<file path="src/mpqs_pkg.sv">
package mpqs_pkg;

   localparam int CMD_W     = 2;
   localparam int PRIO_W    = 8;
   localparam int PAYLOAD_W = 16;
   localparam int STATUS_W  = 2;
   localparam int OCC_W     = 5;

   localparam logic [CMD_W-1:0] CMD_INSERT = 2'd0;
   localparam logic [CMD_W-1:0] CMD_REMOVE = 2'd1;
   localparam logic [CMD_W-1:0] CMD_PEEK   = 2'd2;

   localparam logic [STATUS_W-1:0] ST_OK    = 2'd0;
   localparam logic [STATUS_W-1:0] ST_FULL  = 2'd1;
   localparam logic [STATUS_W-1:0] ST_EMPTY = 2'd2;

   typedef struct packed {
      logic [CMD_W-1:0]     command;
      logic [PRIO_W-1:0]    priority_req;
      logic [PAYLOAD_W-1:0] payload;
   } mpqs_req_type;

   typedef struct packed {
      logic [STATUS_W-1:0]  status;
      logic [PRIO_W-1:0]    out_priority;
      logic [PAYLOAD_W-1:0] out_payload;
      logic [OCC_W-1:0]     occupancy;
      logic                 is_empty;
      logic                 is_full;
   } mpqs_rsp_type;

   typedef struct packed {
      logic [PRIO_W-1:0]    prio;
      logic [PAYLOAD_W-1:0] payload;
   } mpqs_slot_type;

endpackage

</file>
<file path="src/max_priority_queue_scan_core.sv">
// Channel  Ports                        Beat
// request  req_valid/req_stall/req_data one command: insert, remove or peek
// response rsp_valid/rsp_stall/rsp_data one result per request
//
// Insert, full, empty and unused commands go from accept to S_DONE, then to the output register.
// Peek reads the slots in order: one slot memory read per cycle during the scan.
// Remove of an entry other than the last then moves each later entry down one slot to close the gap.
// Reset clears the count and control only; slot memory needs no clearing.
// A new request is taken while a finished result waits in the output register.
module max_priority_queue_scan_core #(
   parameter int DEPTH = 16
) (
   input  logic                  clock,
   input  logic                  reset,
   input  logic                  req_valid,
   output logic                  req_stall,
   input  mpqs_pkg::mpqs_req_type req_data,
   output logic                  rsp_valid,
   input  logic                  rsp_stall,
   output mpqs_pkg::mpqs_rsp_type rsp_data
);

   import mpqs_pkg::*;

   localparam int AW    = $clog2(DEPTH);
   localparam int CNT_W = $clog2(DEPTH + 1);

   typedef enum logic [1:0] {
      S_IDLE,
      S_SCAN,
      S_SHIFT,
      S_DONE
   } state_type;

   state_type            state_ff, state_in;
   logic [CNT_W-1:0]     count_ff, count_in;
   logic [CNT_W-1:0]     issue_ff, issue_in;
   logic                 chk_vld_ff, chk_vld_in;
   logic [CNT_W-1:0]     chk_idx_ff, chk_idx_in;
   logic [CNT_W-1:0]     best_idx_ff, best_idx_in;
   logic [PRIO_W-1:0]    best_prio_ff, best_prio_in;
   logic [PAYLOAD_W-1:0] best_pay_ff, best_pay_in;
   logic                 is_remove_ff, is_remove_in;
   logic [STATUS_W-1:0]  status_ff, status_in;
   mpqs_rsp_type         rsp_ff, rsp_in;
   logic                 rsp_valid_ff, rsp_valid_in;

   mpqs_slot_type        slot_mem [DEPTH];
   mpqs_slot_type        rd_data_ff;
   logic [AW-1:0]        rd_addr;
   logic                 wr_en;
   logic [AW-1:0]        wr_addr;
   mpqs_slot_type        wr_data;

   logic [CNT_W-1:0]     last_idx;
   logic [CNT_W-1:0]     upd_idx;
   logic [PRIO_W-1:0]    upd_prio;
   logic [PAYLOAD_W-1:0] upd_pay;
   logic [CNT_W-1:0]     shift_dst;
   logic [CNT_W+OCC_W-1:0] occ_wide;

   assign last_idx  = count_ff - CNT_W'(1);
   assign shift_dst = chk_idx_ff - CNT_W'(1);
   assign occ_wide  = {{OCC_W{1'b0}}, count_ff};

   always_ff @(posedge clock) begin
      if (wr_en) begin
         slot_mem[wr_addr] <= wr_data;
      end
      rd_data_ff <= slot_mem[rd_addr];
   end

   always_comb begin
      state_in     = state_ff;
      count_in     = count_ff;
      issue_in     = issue_ff;
      chk_vld_in   = 1'b0;
      chk_idx_in   = chk_idx_ff;
      best_idx_in  = best_idx_ff;
      best_prio_in = best_prio_ff;
      best_pay_in  = best_pay_ff;
      is_remove_in = is_remove_ff;
      status_in    = status_ff;
      rsp_in       = rsp_ff;
      rsp_valid_in = rsp_valid_ff && rsp_stall;
      rd_addr      = issue_ff[AW-1:0];
      wr_en        = 1'b0;
      wr_addr      = count_ff[AW-1:0];
      wr_data      = '{prio: req_data.priority_req, payload: req_data.payload};
      upd_idx      = best_idx_ff;
      upd_prio     = best_prio_ff;
      upd_pay      = best_pay_ff;

      if (chk_vld_ff && (chk_idx_ff == '0 || rd_data_ff.prio > best_prio_ff)) begin
         upd_idx  = chk_idx_ff;
         upd_prio = rd_data_ff.prio;
         upd_pay  = rd_data_ff.payload;
      end

      unique case (state_ff)
         S_IDLE: begin
            if (req_valid) begin
               best_prio_in = '0;
               best_pay_in  = '0;
               status_in    = ST_OK;
               state_in     = S_DONE;
               unique case (req_data.command)
                  CMD_INSERT: begin
                     if (count_ff == CNT_W'(DEPTH)) begin
                        status_in = ST_FULL;
                     end else begin
                        wr_en    = 1'b1;
                        count_in = count_ff + CNT_W'(1);
                     end
                  end
                  CMD_REMOVE, CMD_PEEK: begin
                     if (count_ff == '0) begin
                        status_in = ST_EMPTY;
                     end else begin
                        is_remove_in = (req_data.command == CMD_REMOVE);
                        issue_in     = '0;
                        state_in     = S_SCAN;
                     end
                  end
                  default: begin
                     status_in = ST_OK;
                  end
               endcase
            end
         end
         S_SCAN: begin
            if (issue_ff < count_ff) begin
               issue_in   = issue_ff + CNT_W'(1);
               chk_vld_in = 1'b1;
               chk_idx_in = issue_ff;
            end
            best_idx_in  = upd_idx;
            best_prio_in = upd_prio;
            best_pay_in  = upd_pay;
            if (chk_vld_ff && chk_idx_ff == last_idx) begin
               if (!is_remove_ff) begin
                  state_in = S_DONE;
               end else if (upd_idx == last_idx) begin
                  count_in = last_idx;
                  state_in = S_DONE;
               end else begin
                  issue_in = upd_idx + CNT_W'(1);
                  state_in = S_SHIFT;
               end
            end
         end
         S_SHIFT: begin
            if (issue_ff < count_ff) begin
               issue_in   = issue_ff + CNT_W'(1);
               chk_vld_in = 1'b1;
               chk_idx_in = issue_ff;
            end
            if (chk_vld_ff) begin
               wr_en   = 1'b1;
               wr_addr = shift_dst[AW-1:0];
               wr_data = rd_data_ff;
               if (chk_idx_ff == last_idx) begin
                  count_in = last_idx;
                  state_in = S_DONE;
               end
            end
         end
         S_DONE: begin
            if (!rsp_valid_ff || !rsp_stall) begin
               rsp_in.status       = status_ff;
               rsp_in.out_priority = best_prio_ff;
               rsp_in.out_payload  = best_pay_ff;
               rsp_in.occupancy    = occ_wide[OCC_W-1:0];
               rsp_in.is_empty     = (count_ff == '0);
               rsp_in.is_full      = (count_ff == CNT_W'(DEPTH));
               rsp_valid_in        = 1'b1;
               state_in            = S_IDLE;
            end
         end
         default: begin
            state_in = S_IDLE;
         end
      endcase
   end

   always_ff @(posedge clock) begin
      if (reset) begin
         state_ff     <= S_IDLE;
         count_ff     <= '0;
         chk_vld_ff   <= 1'b0;
         rsp_valid_ff <= 1'b0;
      end else begin
         state_ff     <= state_in;
         count_ff     <= count_in;
         chk_vld_ff   <= chk_vld_in;
         rsp_valid_ff <= rsp_valid_in;
      end
      issue_ff     <= issue_in;
      chk_idx_ff   <= chk_idx_in;
      best_idx_ff  <= best_idx_in;
      best_prio_ff <= best_prio_in;
      best_pay_ff  <= best_pay_in;
      is_remove_ff <= is_remove_in;
      status_ff    <= status_in;
      rsp_ff       <= rsp_in;
   end

   assign req_stall = (state_ff != S_IDLE);
   assign rsp_valid = rsp_valid_ff;
   assign rsp_data  = rsp_ff;

`ifndef ASSERT_OFF
   a_count_bound: assert property (@(posedge clock) disable iff (reset)
      count_ff <= CNT_W'(DEPTH))
      else $error("entry count above depth");

   a_rsp_from_done: assert property (@(posedge clock) disable iff (reset)
      $rose(rsp_valid_ff) |-> $past(state_ff == S_DONE))
      else $error("result raised outside completion");

   a_shift_below_read: assert property (@(posedge clock) disable iff (reset)
      (state_ff == S_SHIFT && chk_vld_ff && chk_vld_in) |-> (shift_dst < chk_idx_in))
      else $error("shift write overtakes read");

   a_empty_zero: assert property (@(posedge clock) disable iff (reset)
      (rsp_valid_ff && rsp_ff.status == ST_EMPTY) |->
         (rsp_ff.is_empty && rsp_ff.out_priority == '0 && rsp_ff.out_payload == '0))
      else $error("empty result carries data");
`endif

endmodule
</file>
<file path="config.mk">
export PLATFORM = sky130hd
export DESIGN_NAME = max_priority_queue_scan_core
export DESIGN_NICKNAME = d
export VERILOG_FILES = /design/src/mpqs_pkg.sv /design/src/max_priority_queue_scan_core.sv
export SDC_FILE = /design/constraint.sdc
export NUM_CORES = 1
export LEC_CHECK = 0
export ABC_AREA = 1
export BUFFER_PORTS_ARGS = -buffer_cell sky130_fd_sc_hd__buf_4
export CAP_MARGIN = 20
export CORE_AREA = 2 2 185 369
export CTS_CLUSTER_SIZE = 25
export DETAILED_ROUTE_END_ITERATION = 7
export DIE_AREA = 0 0 187 371
export PLACE_DENSITY = 0.51
export SETUP_SLACK_MARGIN = 0.2
export SLEW_MARGIN = 20
export SYNTH_ARGS = -nofsm -noshare
export SYNTH_HDL_FRONTEND = slang
export SYNTH_SLANG_ARGS = --single-unit
</file>
<file path="constraint.sdc">
create_clock -name clock -period 7.05 [get_ports clock]
set_input_delay 1.0575 -clock clock [delete_from_list [all_inputs] [get_ports clock]]
set_output_delay 1.0575 -clock clock [all_outputs]
set_load 0.01 [all_outputs]
</file>
-- After elaboration in Yosys (flattened, before gate mapping)
Memory sizes are Yosys's and may differ from the RTL's. A register that Yosys moved wholly into a read port is not among the register bits.
Index checks and enable logic that the tools add are counted.
- register bits after elaboration: 84
- RAM bits: 384
- output and inout port bits: 35
- word-level logic and storage cells: 123
- memories: 1
- memories (memory ; depth ; width ; read ports ; clocked after memory_dff ; wr ports ; line ; RTL):
    slot_mem ; 16 ; 24 ; 1 ; 1 ; 1 ; max_priority_queue_scan_core.sv:48 ; mpqs_slot_type slot_mem [DEPTH];
- add/subtract/negate cells: 5
- magnitude comparators: 2
- equality and inequality tests: 20
- mux-type cells: 51
- bitwise gates (word level): 2
- reduce and logical (&&, ||, !) cells: 25
- operators with widths (operator ; number):
    $mux W5 ; 16
    $mux W24 ; 2
    $mux W16 ; 2
    $pmux W16 S2 ; 1
    $pmux W5 S3 ; 2
    $ne A2 B2 Y1 const B ; 10
    $mux W2 ; 8
    $mux W8 ; 2
    $pmux W8 S2 ; 1
    $add A5 B1 Y5 const B ; 3
    $mux W1 ; 12
    $eq A5 B5 Y1 ; 2
    $logic_not A5 Y1 ; 2
    $reduce_and A9 Y1 ; 1
    $gt A8 B8 Y1 ; 1
    $mux W4 ; 2
    $pmux W2 S4 ; 1
    $reduce_and A4 Y1 ; 2
    $eq A2 B2 Y1 const B ; 3
    $reduce_and A2 Y1 ; 3
    $reduce_or A2 Y1 ; 3
    $eq A5 B5 Y1 const B ; 1
    $lt A5 B5 Y1 ; 1
    $reduce_and A5 Y1 ; 1
    other kinds (14) ; 23

-- Logic depth before layout (Yosys ltp)
Gate-level depths: netlist of run 1.
- depth in word-level cells: 9
- mapped depth: 25
- gate-level depth less buffers: 24

-- Least setup slack after synthesis of run 1
OpenSTA, ideal clock, no wires.
- path kind: in2reg
- from: input port rsp_stall
- to: register rsp_ff, in the netlist rsp_data[0] (enable)
- library setup time: 434 ps
- arrival time: 2660 ps
- required time: 6616 ps
- path slack: 3956 ps
- stages: 1
- buffers on the path: 0
- cell sequence: a21oi_1
- cells in the longest elaborated chain, start to end: 3
- ends and longest elaborated chain (what ; line ; RTL):
    start: declaration ; max_priority_queue_scan_core.sv:19 ; input logic rsp_stall,
    $logic_not A1 Y1 ; max_priority_queue_scan_core.sv:169 ; if (!rsp_valid_ff || !rsp_stall) begin
    $logic_or A1 B1 Y1 ; max_priority_queue_scan_core.sv:169 ;
    $reduce_and A2 Y1 (no source line) ; -- ;
    end signal: assignment ; max_priority_queue_scan_core.sv:205 ; rsp_ff <= rsp_in;
    end: declaration ; max_priority_queue_scan_core.sv:45 ; mpqs_rsp_type rsp_ff, rsp_in;
Every way passes these cells.
A chain may end at the register's enable or synchronous reset.

-- Worst setup path after layout of run 1
- from: register state_ff[0]
- to: memory slot_mem[4][23] (netlist bit) (enable)
- cells in the longest elaborated chain, start to end: 4
- ends and longest elaborated chain (what ; line ; RTL):
    start: declaration ; max_priority_queue_scan_core.sv:35 ; state_type state_ff, state_in;
    start signal: assignment ; max_priority_queue_scan_core.sv:193 ; state_ff <= state_in;
    $eq A2 B2 Y1 or $logic_not A2 Y1 (tied branches) ; max_priority_queue_scan_core.sv:100 ; unique case (state_ff)
    $pmux W1 S2 ; max_priority_queue_scan_core.sv:100 ;
    $mux W1 ; max_priority_queue_scan_core.sv:67 ; if (wr_en) begin
    $mux W1 (not written as such) ; max_priority_queue_scan_core.sv:68 ; slot_mem[wr_addr] <= wr_data;
    end: declaration ; max_priority_queue_scan_core.sv:48 ;
Several ways; a longest one is shown, not always the timed one.

==> results.md, run 1 <==
- Outcome: finished, final reports clean
- Simple-gate share of the synthesized area: 11.4%
- DRC Markers: 0
- LEAKAGE: roughly 0.0078 uW
- Synthesized instance count: 1,594
- TritonCTS clock tree: built
- Pre-CTS setup slack: 2.84 ns
- Setup-failing EPs final: 0
- Die W: 187 microns
- Relative slew slack: 30.9%
- Yosys top cell area share: 69.7%
- Max H-tree Level: 2
- Die Area: approximately 69,000 sq um
- DR vias/cell: 4.92
- Post-synth EDFFs: 459
- DRT Pass-1 Iters: 5
- Number of antenna diodes: 0
- Multi-input gate area: slightly below 5000 sq um
- Vias in the first global route: between 10,000 and 15,000
- Largest net degree at the start of global routing: 196
- DIE HEIGHT: 371 microns
- Synth Area in XOR/XNOR: less than 1%
- Worst Max-Slew Pin Slew: 1.02 ns
- Root Buffer: clkbuf_16
- Post-CTS Setup Inserts: 0
- Fill cell count: 6,477
- Post-DP Area: approximately 21,000 sq um
- Ys flop type: edfxtp_1
- Final worst setup slack: 2.86 ns
- Hold Vio Cnt, Final: 0
- Critical Path End Type: register
- Slowest stage delay, CP: 0.83 ns
- Share of post-route cells with drive strength above 1: 11.4%
- Num ports: 65
- Crit Path Max Fanout: 32
- Asr flop ratio synth: 0%
- Routed Antenna Nets: 0
- Via count: 12,500
- Critical Path, Cell by Cell: inv_1 -> ha_1 -> nand2_1 -> buf_4 -> clkinv_1 -> o21ai_0 -> nand2_1 -> nor2_4
- Register area: 14,400 sq um
- Proportion of synthesized area in mux cells: 0%
- CP max stage cell: clkinv_1
- Most common cell after layout, fill and taps aside: edfxtp_1
- Synth warnings: 0
- Synth area leader: edfxtp_1
- Max Transition Viols Final: 0
- Kind of critical path: register to register
- Number of distinct library cells after synthesis: 41
- Syn Nets: 1,650
- Post-route cell area: 22,600 sq um
- Achievable frequency: approximately 240 MHz
- Most frequent cells in the layout: 459 x edfxtp_1, 225 x nand2_1, 216 x nor2_1, 206 x o21ai_0, 77 x inv_1
- Max clock buf depth: 3
- Worst EP required: slightly above 7 ns
- Post-CTS Resized: 0
- Clk pin slew, worst setup/hold paths: ~0.07 ns
- WHS: 0.420 ns
- Final net count: about 1,700
- Final Cycle Share: 59.4%
- GPL Wtd Cong: a little over 0.9
- Max cap viols: 0
- Total Routing Usage GR: 16.3%
- Main area contributors after synthesis: edfxtp_1 70%, o21ai_0 5.2%, nor2_1 4.4%, nand2_1 4.3%, dfxtp_1 3.3%
- Period minus WS final: approximately 4.2 ns
- Clock Sink Count: approximately 500
- DR WL/cell: 22.3 microns
- Initial antenna violation count: 0
- Grt total ovfl: 0
- Sequential cell area fraction in the yosys report: 73.0%
- Post-CTS Hold Fix Bufs: 0
- Synthesized area: just under 20,000 sq um
- Worst Path Arrival: 4.37 ns
- WL final: 56,600 microns
- Design Power: 8910 uW
- #FFs+latches synth: approximately 490
- Syn_area_per_cell: 12.4 sq um
- DP Wirelength: 37,700 microns
- Num CTS Buffers: 40
- Largest family of logic cells by synthesized area: simple AND/OR/NAND/NOR gates
- Rows: 134
- Critical Path Start Type: register
- 1st-iter DRT viols: 759
- RSZ-0062 raised after global routing: false
- Min-delay worst type: register to register
- Max rail drop VDD: 0.245 mV
- Initial core utilization: 29.7%
- Synth Area in Compound Gates: approximately a tenth
- Core area: 66,600 sq um
- First-pass GRT wire length: 82,200 microns
- Clk Latency, worst-skew pair: 0.57 ns
- Synth-to-Final Area Change: 14.3%
- Crit path top cell by count: nand2_1
- Clock skew: roughly 0.018 ns
- Setup TNS Final: 0 ns
- Synth Area in Adders: roughly 1.6%
- # port buffers: 64
- Power per cell area: 394 nW/um^2
## synth_stat cells (2+ instances only)
library cell  number
nand2_4            4
nand4_1            4
nand2_2           10
clkbuf_1          77
xnor2_1            2
clkinv_1           2
xor2_1            13
nand3_1           65
o221ai_1          41
inv_1             79
a21oi_1           18
ha_1              26
o22ai_1           57
o211ai_1           7
o21ai_0          207
edfxtp_1         459
inv_2              5
buf_1              5
buf_4              2
nor2_2             2
dfxtp_1           33
nand2_1          225
nor2_1           233
## worst max-delay path: cells and delay by family (launching register included)
family                     cells  cell delay (ns)
AOI/OAI and AO/OA              1             0.63
and+or+nand+nor                3             1.15
buffers and inverters          3             1.30
adders and majority gates      1             0.26
DFF                            1             0.42
## stage by stage
step                      std cells  util, %
after global routing           2540     34.0
after detailed placement       2468     32.0
after floorplan                1594        -
after CTS                      2539     33.9
final                          2540     34.0
after global placement         2468     32.0
## sequential cells by signal, indices dropped and copies added (netlist names)
signal        count
best_idx_ff       5
best_pay_ff      16
best_prio_ff      8
chk_idx_ff        5
chk_vld_ff        1
count_ff          5
is_remove_ff      1
issue_ff          5
rd_data_ff       24
rsp_data         33
rsp_valid         1
slot_mem        384
state_ff          2
status_ff         2
## cells by family (layout without fill, tap and decap cells)
| group | Yosys count | after routing |
|---|---|---|
| buf+inv | 173 | 235 |
| fa+ha+maj | 26 | 26 |
| simple gates | 551 | 551 |
| flops | 492 | 492 |
| compound gates | 337 | 337 |
| xor+xnor | 15 | 15 |
## layer usage
metal	vias to the layer above	routed length, microns	track usage [%]
met5	-	0	0
met3	126	2270	1.72
met1	6193	19400	16.4
li1	5789	-	-
met2	385	28900	29.3
met4	0	6050	15.5
## area by class of cell
class / count / share of cell area, %
sequential: 492 / 63.8
multi-input combinational: 929 / 21.3
tap: 884 / 4.89
clock buffer: 49 / 4.57
timing repair buffer: 76 / 2.67
inverter: 88 / 1.49
clock inverter: 22 / 1.24
## where the power goes
| part | internal (uW) | switching, uW |
|---|---|---|
| sequential | 3580 | 178 |
| clock | 1270 | 1020 |
| combinational | 753 | 2100 |
## final timing paths
check | from | end | slack (ns) | cells after the start
worst max-delay path | state_ff[0] | slot_mem[4][23] | 2.86 | 8
worst min-delay path | best_pay_ff[4] | rsp_data[11] | 0.42 | 0
worst max register to register | state_ff[0] | slot_mem[4][23] | 2.86 | 8
worst min register to register | best_pay_ff[4] | rsp_data[11] | 0.42 | 0
(Power assumes the default switching activity.)
==> run 2: changes to the inputs <==
clock period = 3.91 ns   (was 7.05 ns; I/O delays follow)
==> run 2 against run 1 <==
Non-clock buffer count grew 20. Wire length shrank 5.9%. Largest cell class unchanged. Register-to-register slack lost 2.0 ns. Combinational power grew 74%. Setup slack lost 2.0 ns. Critical path depth is the same. Sequential cell count is the same. First-iteration DRC count grew 36%. Via count shrank 0.92%. Largest power group unchanged. Sequential share of layout area shrank 0.58 points. Die area is the same. Clock power grew 83%.
==> results.md, run 2 (synthesis results as in run 1) <==
- Grt total ovfl: 0
- DR vias/cell: 4.84
- Largest register FFs: 384
- Worst R2R Setup Slack: roughly 0.86 ns
- GR Util met1: 16.3%
- GPL Wtd Cong: 0.856
- Power per cell area: ~700 nW/um^2
- Largest net degree at the start of global routing: approximately 200
- Initial antenna violation count: 0
- DRC Markers: 0
- Pre-CTS setup slack: 0.861 ns
- Max rail drop VDD: 0.521 mV
- Synth-to-Final Area Change: 15.4%
- Final Cycle Share: 78.1%
- Kind of critical path: register to register
- LEAKAGE: 0.00789 uW
- DR WL/cell: 20.8 microns
- Core area: about 67,000 sq um
- Period minus WS final: 3.05 ns
- Initial core utilization: between 20% and 30%
- Share of post-route cells with drive strength above 1: 12.7%
- Design Power: 15,900 uW
- Num ports: 65
- Outcome: finished, final reports clean
- Routed Antenna Nets: 0
- Hold Vio Cnt, Final: 0
- Via count: 12,400
- RSZ-0062 raised after global routing: false
- Total Routing Usage GR: between 15 and 20%
- Number of antenna diodes: 0
- Crit Path Max Fanout: 14
- Clk Latency, worst-skew pair: approximately 0.56 ns
- Die W: around 190 microns
- Root Buffer: clkbuf_16
- Setup-failing EPs final: 0
- Most frequent cells in the layout: 459 x edfxtp_1, 225 x nand2_1, 216 x nor2_1, 207 x o21ai_0, 89 x buf_4
- 1st-iter DRT viols: 1,034
- Achievable frequency: between 300 and 400 MHz
- Rows: 134
- Clock Sink Count: around 500
- DIE HEIGHT: 371 microns
- Max Transition Viols Final: 0
- Most common cell after layout, fill and taps aside: edfxtp_1
- Final net count: around 1,700
- Post-CTS Resized: 0
- Met3 Use GR: 1.57%
- Post-CTS Setup Inserts: 0
- First-pass GRT wire length: 79,200 microns
- Vias in the first global route: 12,500
- Post-CTS Hold Fix Bufs: 0
- Setup TNS Final: 0 ns
- Busiest grt layer: met2
- # port buffers: 64
- Relative slew slack: between 20% and 30%
- Max cap viols: 0
- DRT Pass-1 Iters: 7
- Clk pin slew, worst setup/hold paths: ~0.070 ns
- Clock skew: approximately 0.015 ns
- Max H-tree Level: 2
- TritonCTS clock tree: built
- Utilization after layout: 34.3%
- WHS: roughly 0.26 ns
- Critical Path End Type: register
- Max clock buf depth: 3
- Worst EP required: roughly 4.2 ns
- Critical Path Start Type: register
- Min-delay worst type: input port to register
- Worst Path Arrival: 3.33 ns
- Worst Max-Slew Pin Slew: between 1 and 1.5 ns
- Met2 Track Usage GR: 29.8%
- Die Area: about 69,000 sq um
- Largest reg by FF count: slot_mem
- WL final: 53,200 microns
- Num CTS Buffers: 39
- DP Wirelength: approximately 35,000 microns
- Final worst setup slack: 0.857 ns
-- run 2: cell count changes in the layout (fill, tap and decap cells not counted), sizes merged --
cell	delta
bufinv	+1
inv	+1
clkinv	+1
clkbuf	-5
buf	+20
-- run 2: through the flow --
step,cell area [sq um],std cells
2_1_floorplan,19800,1594
3_3_place_gp,21500,2489
3_5_place_dp,21500,2489
4_1_cts,22800,2558
5_1_grt,22800,2558
6_report,22800,2558
-- run 2: cell type report --
| cell class | instances | area [sq um] |
|---|---|---|
| clock inverters | 25 | 315 |
| flip-flops and latches | 492 | 14400 |
| multi-input cells | 929 | 4800 |
| well taps | 884 | 1110 |
| repair buffers | 96 | 808 |
| clock buffers | 44 | 1010 |
| inverters | 88 | 337 |
| fillers | 6574 | 43700 |
-- run 2: final timing paths --
kind,start,endpoint,depth (start not counted)
worst min register to register,best_pay_ff[13],rsp_data[20],0
worst min-delay path,reset,count_ff[4],2
worst max register to register,state_ff[0],slot_mem[0][10],8
worst max-delay path,state_ff[0],slot_mem[0][10],8
-- run 2: routing by layer --
| layer | routed length [microns] | share of wire (%) |
|---|---|---|
| met1 | 19700 | 37 |
| met3 | 1800 | 3.4 |
| met2 | 29400 | 55 |
| met5 | 0 | 0 |
| met4 | 2270 | 4.3 |
-- run 2: where the power goes --
| group | internal [uW] | total, uW | switching (uW) |
|---|---|---|---|
| registers | 6450 | 6750 | 306 |
| clock network | 2350 | 4210 | 1860 |
| logic | 1410 | 4970 | 3560 |
-- run 2: critical path, stage by stage, from the launching register on --
cell,delay (ns)
dfxtp_1,0.40
inv_1,0.09
ha_1,0.25
nand2_1,0.27
clkinv_1,0.23
o21ai_0,0.39
nand2_1,0.33
nor2_4,0.58
buf_12,0.23
==> run 3: changes to the inputs <==
ABC_AREA = 0   (was 1)
CORE_AREA = 2 2 184 366   (was 2 2 185 369)
DIE_AREA = 0 0 186 368   (was 0 0 187 371)
clock period = 2.97 ns   (was 3.91 ns; I/O delays follow)
==> run 3 against run 2 <==
Non-clock buffer count rose by 76. Clock-buffer cell count grew 17. Maximum frequency grew 3.5%. Via count fell by 23%. Global-route usage decreased by 1.2 points. Setup slack lost 0.84 ns. Register-to-register slack worse by 0.84 ns. Combinational power increased by 38%. Critical path depth increased by 5. Wire length shrank 11%. Clock power rose by 30%. Utilization is 1.6 points higher. Largest power group unchanged.
==> results.md, run 3 <==
- Crit path buf inv count: 3
- Most frequent cells in the layout: 459 x edfxtp_1, 151 x buf_4, 120 x mux4_2, 43 x clkbuf_16, 30 x dfxtp_1
- Initial core utilization: 29.6%
- GPL Wtd Cong: 0.776
- Grt total ovfl: 0
- Worst R2R Setup Slack: 0.02 ns
- Largest register FFs: 384
- Share of post-route cells with drive strength above 1: 38.7%
- 1st-iter DRT viols: 678
- Critical Path Start Type: register
- Ys flop type: edfxtp_1
- Num CTS Buffers: between 40 and 50
- Clock Sink Count: 492
- WP depth: 13
- Hold depth: 2
- Setup-failing EPs final: 0
- Routed Antenna Nets: 0
- Synth area leader: edfxtp_1
- Critical Path End Type: register
- Initial antenna violation count: 1
- Final worst setup slack: 0.0207 ns
- Post-DP Area: 21,900 sq um
- Max clock buf depth: 3
- Sequential cell area fraction in the yosys report: 74.2%
- Crit Path Max Fanout: 5
- Asr flop ratio synth: 0%
- DRT Pass-1 Iters: 4
- Die W: 186 microns
- Kind of critical path: register to register
- Hold Vio Cnt, Final: 0
- Synth-to-Final Area Change: 21.1%
- Max cap viols: 0
- Post-route cell area: 23,600 sq um
- Top delay family on crit path: compound AO/OA/AOI/OAI gates
- Critical Path, Cell by Cell: inv_2 -> ha_4 -> nor2b_4 -> o211a_4 -> o21a_4 -> o21ai_4 -> mux2i_2 -> xor2_1 -> buf_4 -> o31ai_4 -> buf_6 -> mux2i_1 -> o21ai_1
- Syn_area_per_cell: 20.4 sq um
- Max H-tree Level: 2
- # port buffers: 64
- Hold endpoint: count_ff[1]
- Period minus WS final: 2.95 ns
- Worst Hold Launch: reset
- Post-CTS Hold Fix Bufs: 0
- Number of distinct library cells after synthesis: 56
- Achievable frequency: 339 MHz
- DIE HEIGHT: 368 microns
- DRC Markers: 0
- DR vias/cell: 4.69
- Final net count: 1,186
- Synth top cells by count: 459 x edfxtp_1, 120 x mux4_2, 33 x dfxtp_1
- TritonCTS clock tree: built
- Total Routing Usage GR: 14.1%
- Core area: 65,700 sq um
- Main area contributors after synthesis: edfxtp_1 71%, mux4_2 14%, dfxtp_1 3.4%, ha_1 1.7%, mux2_2 1.4%
- Vias in the first global route: 10,300
- Pre-CTS setup slack: -0.0456 ns
- Reg2reg end: issue_ff[3]
- Clk Latency, worst-skew pair: between 0.5 and 0.6 ns
- CP max stage cell: edfxtp_1
- Post-synth EDFFs: roughly 460
- Synthesized instance count: 956
- Relative slew slack: roughly 42%
- DR WL/cell: 23.3 microns
- Max rail drop VDD: between 0.3 and 0.4 mV
- Most frequent cell after synthesis: edfxtp_1
- Reg2reg start: best_prio_ff[1]
- Outcome: finished, final reports clean
- Most common cell after layout, fill and taps aside: edfxtp_1
- Via count: between 9,000 and 10,000
- Final Cycle Share: 99.3%
- R2R depth: 13
- Slowest stage delay, CP: 0.41 ns
- Syn Nets: between 1,000 and 1,500
- Worst Max-Slew Pin Slew: 0.856 ns
- Die Area: ~70,000 sq um
- Clk pin slew, worst setup/hold paths: 0.07 ns
- DP Wirelength: 28,100 microns
- Largest reg by FF count: slot_mem
- Clock skew: around 0.024 ns
- LEAKAGE: about 0.0077 uW
- Worst Path Arrival: ~3.3 ns
- Worst EP required: 3.28 ns
- Rows: 133
- WL final: 47,500 microns
- Power per cell area: 898 nW/um^2
- Min-delay worst type: input port to register
- Fill cell count: approximately 6,000
- Num ports: 65
- Yosys top cell area share: between 70% and 80%
- Largest net degree at the start of global routing: between 100 and 150
- Number of antenna diodes: 0
- Root Buffer: clkbuf_16
- Synth warnings: 0
- RSZ-0062 raised after global routing: true
- First-pass GRT wire length: 68,800 microns
- Synthesized area: around 19,000 sq um
- Max Transition Viols Final: 0
- #FFs+latches synth: 492
[run 3: worst max path at each step]
stage / endpoint / slack (ns) / start
floorplan: slot_mem[11][0] / 0.01 / state_ff[0]
global placement: issue_ff[0] / -0.02 / best_prio_ff[1]
detailed placement: count_ff[3] / -0.05 / count_ff[0]
CTS: count_ff[3] / 0.01 / count_ff[0]
global route: issue_ff[3] / -0.06 / chk_idx_ff[1]
finish: issue_ff[3] / 0.02 / best_prio_ff[1]
[run 3: timing repair]
item / in CTS / in global routing
gates resized for setup: 22 / 25
setup buffers: 9 / 8
setup endpoints to repair: 11 / 11
pin swaps: 12 / 25
[run 3: where the power goes]
part | total [uW] | switching (uW) | leakage, uW | internal (uW)
Clock | 5480 | 2510 | 0.000653 | 2970
Sequential | 8820 | 353 | 0.00444 | 8470
Combinational | 6870 | 3470 | 0.00264 | 3400
[run 3: area by class of cell]
type	count	area [sq um]	area share, %
multi-input combinational	396	5070	21.5
timing repair buffer	172	1510	6.41
clock inverter	17	154	0.653
sequential	492	14500	61.3
tap	877	1100	4.65
clock buffer	61	1180	5.02
inverter	26	108	0.456
[run 3: metrics by stage]
step	power [uW]	hold slack, ns	setup TNS [ns]	cells	util [%]
5_1_grt	22200	0.140	-0.326	2041	35.9
4_1_cts	21200	0.116	0	2033	35.6
2_1_floorplan	13000	0.400	0	956	-
6_report	21200	0.148	0	2041	35.9
3_3_place_gp	15300	0.400	-0.0432	1946	33.3
3_5_place_dp	15400	0.406	-0.162	1946	33.3
[run 3: cells by family after synthesis]
group	count (synthesis)	share of synthesized area, %
AOI/OAI and AO/OA	62	2.35
xor gates and xnor gates	23	1.07
adders and majority gates	26	1.67
buffers and inverters	68	1.45
DFF	492	74.2
muxes	151	15.6
and+or+nand+nor	134	3.63
[run 3: worst register-to-register path, cell delays in order, from the launching register on]
cell	delay, ns
edfxtp_1	0.41
inv_2	0.08
ha_4	0.19
nor2b_4	0.12
o211a_4	0.27
o21a_4	0.25
o21ai_4	0.18
mux2i_2	0.27
xor2_1	0.09
buf_4	0.17
o31ai_4	0.23
buf_6	0.16
mux2i_1	0.18
o21ai_1	0.09
[run 3: metal layers]
metal | global-route usage, % | up-vias | part of all wire [%]
li1 | - | 4225 | -
met1 | 15.3 | 5084 | 37
met2 | 27.2 | 179 | 57
met3 | 1.58 | 76 | 3.0
met4 | 5.38 | 0 | 3.1
met5 | 0 | - | 0
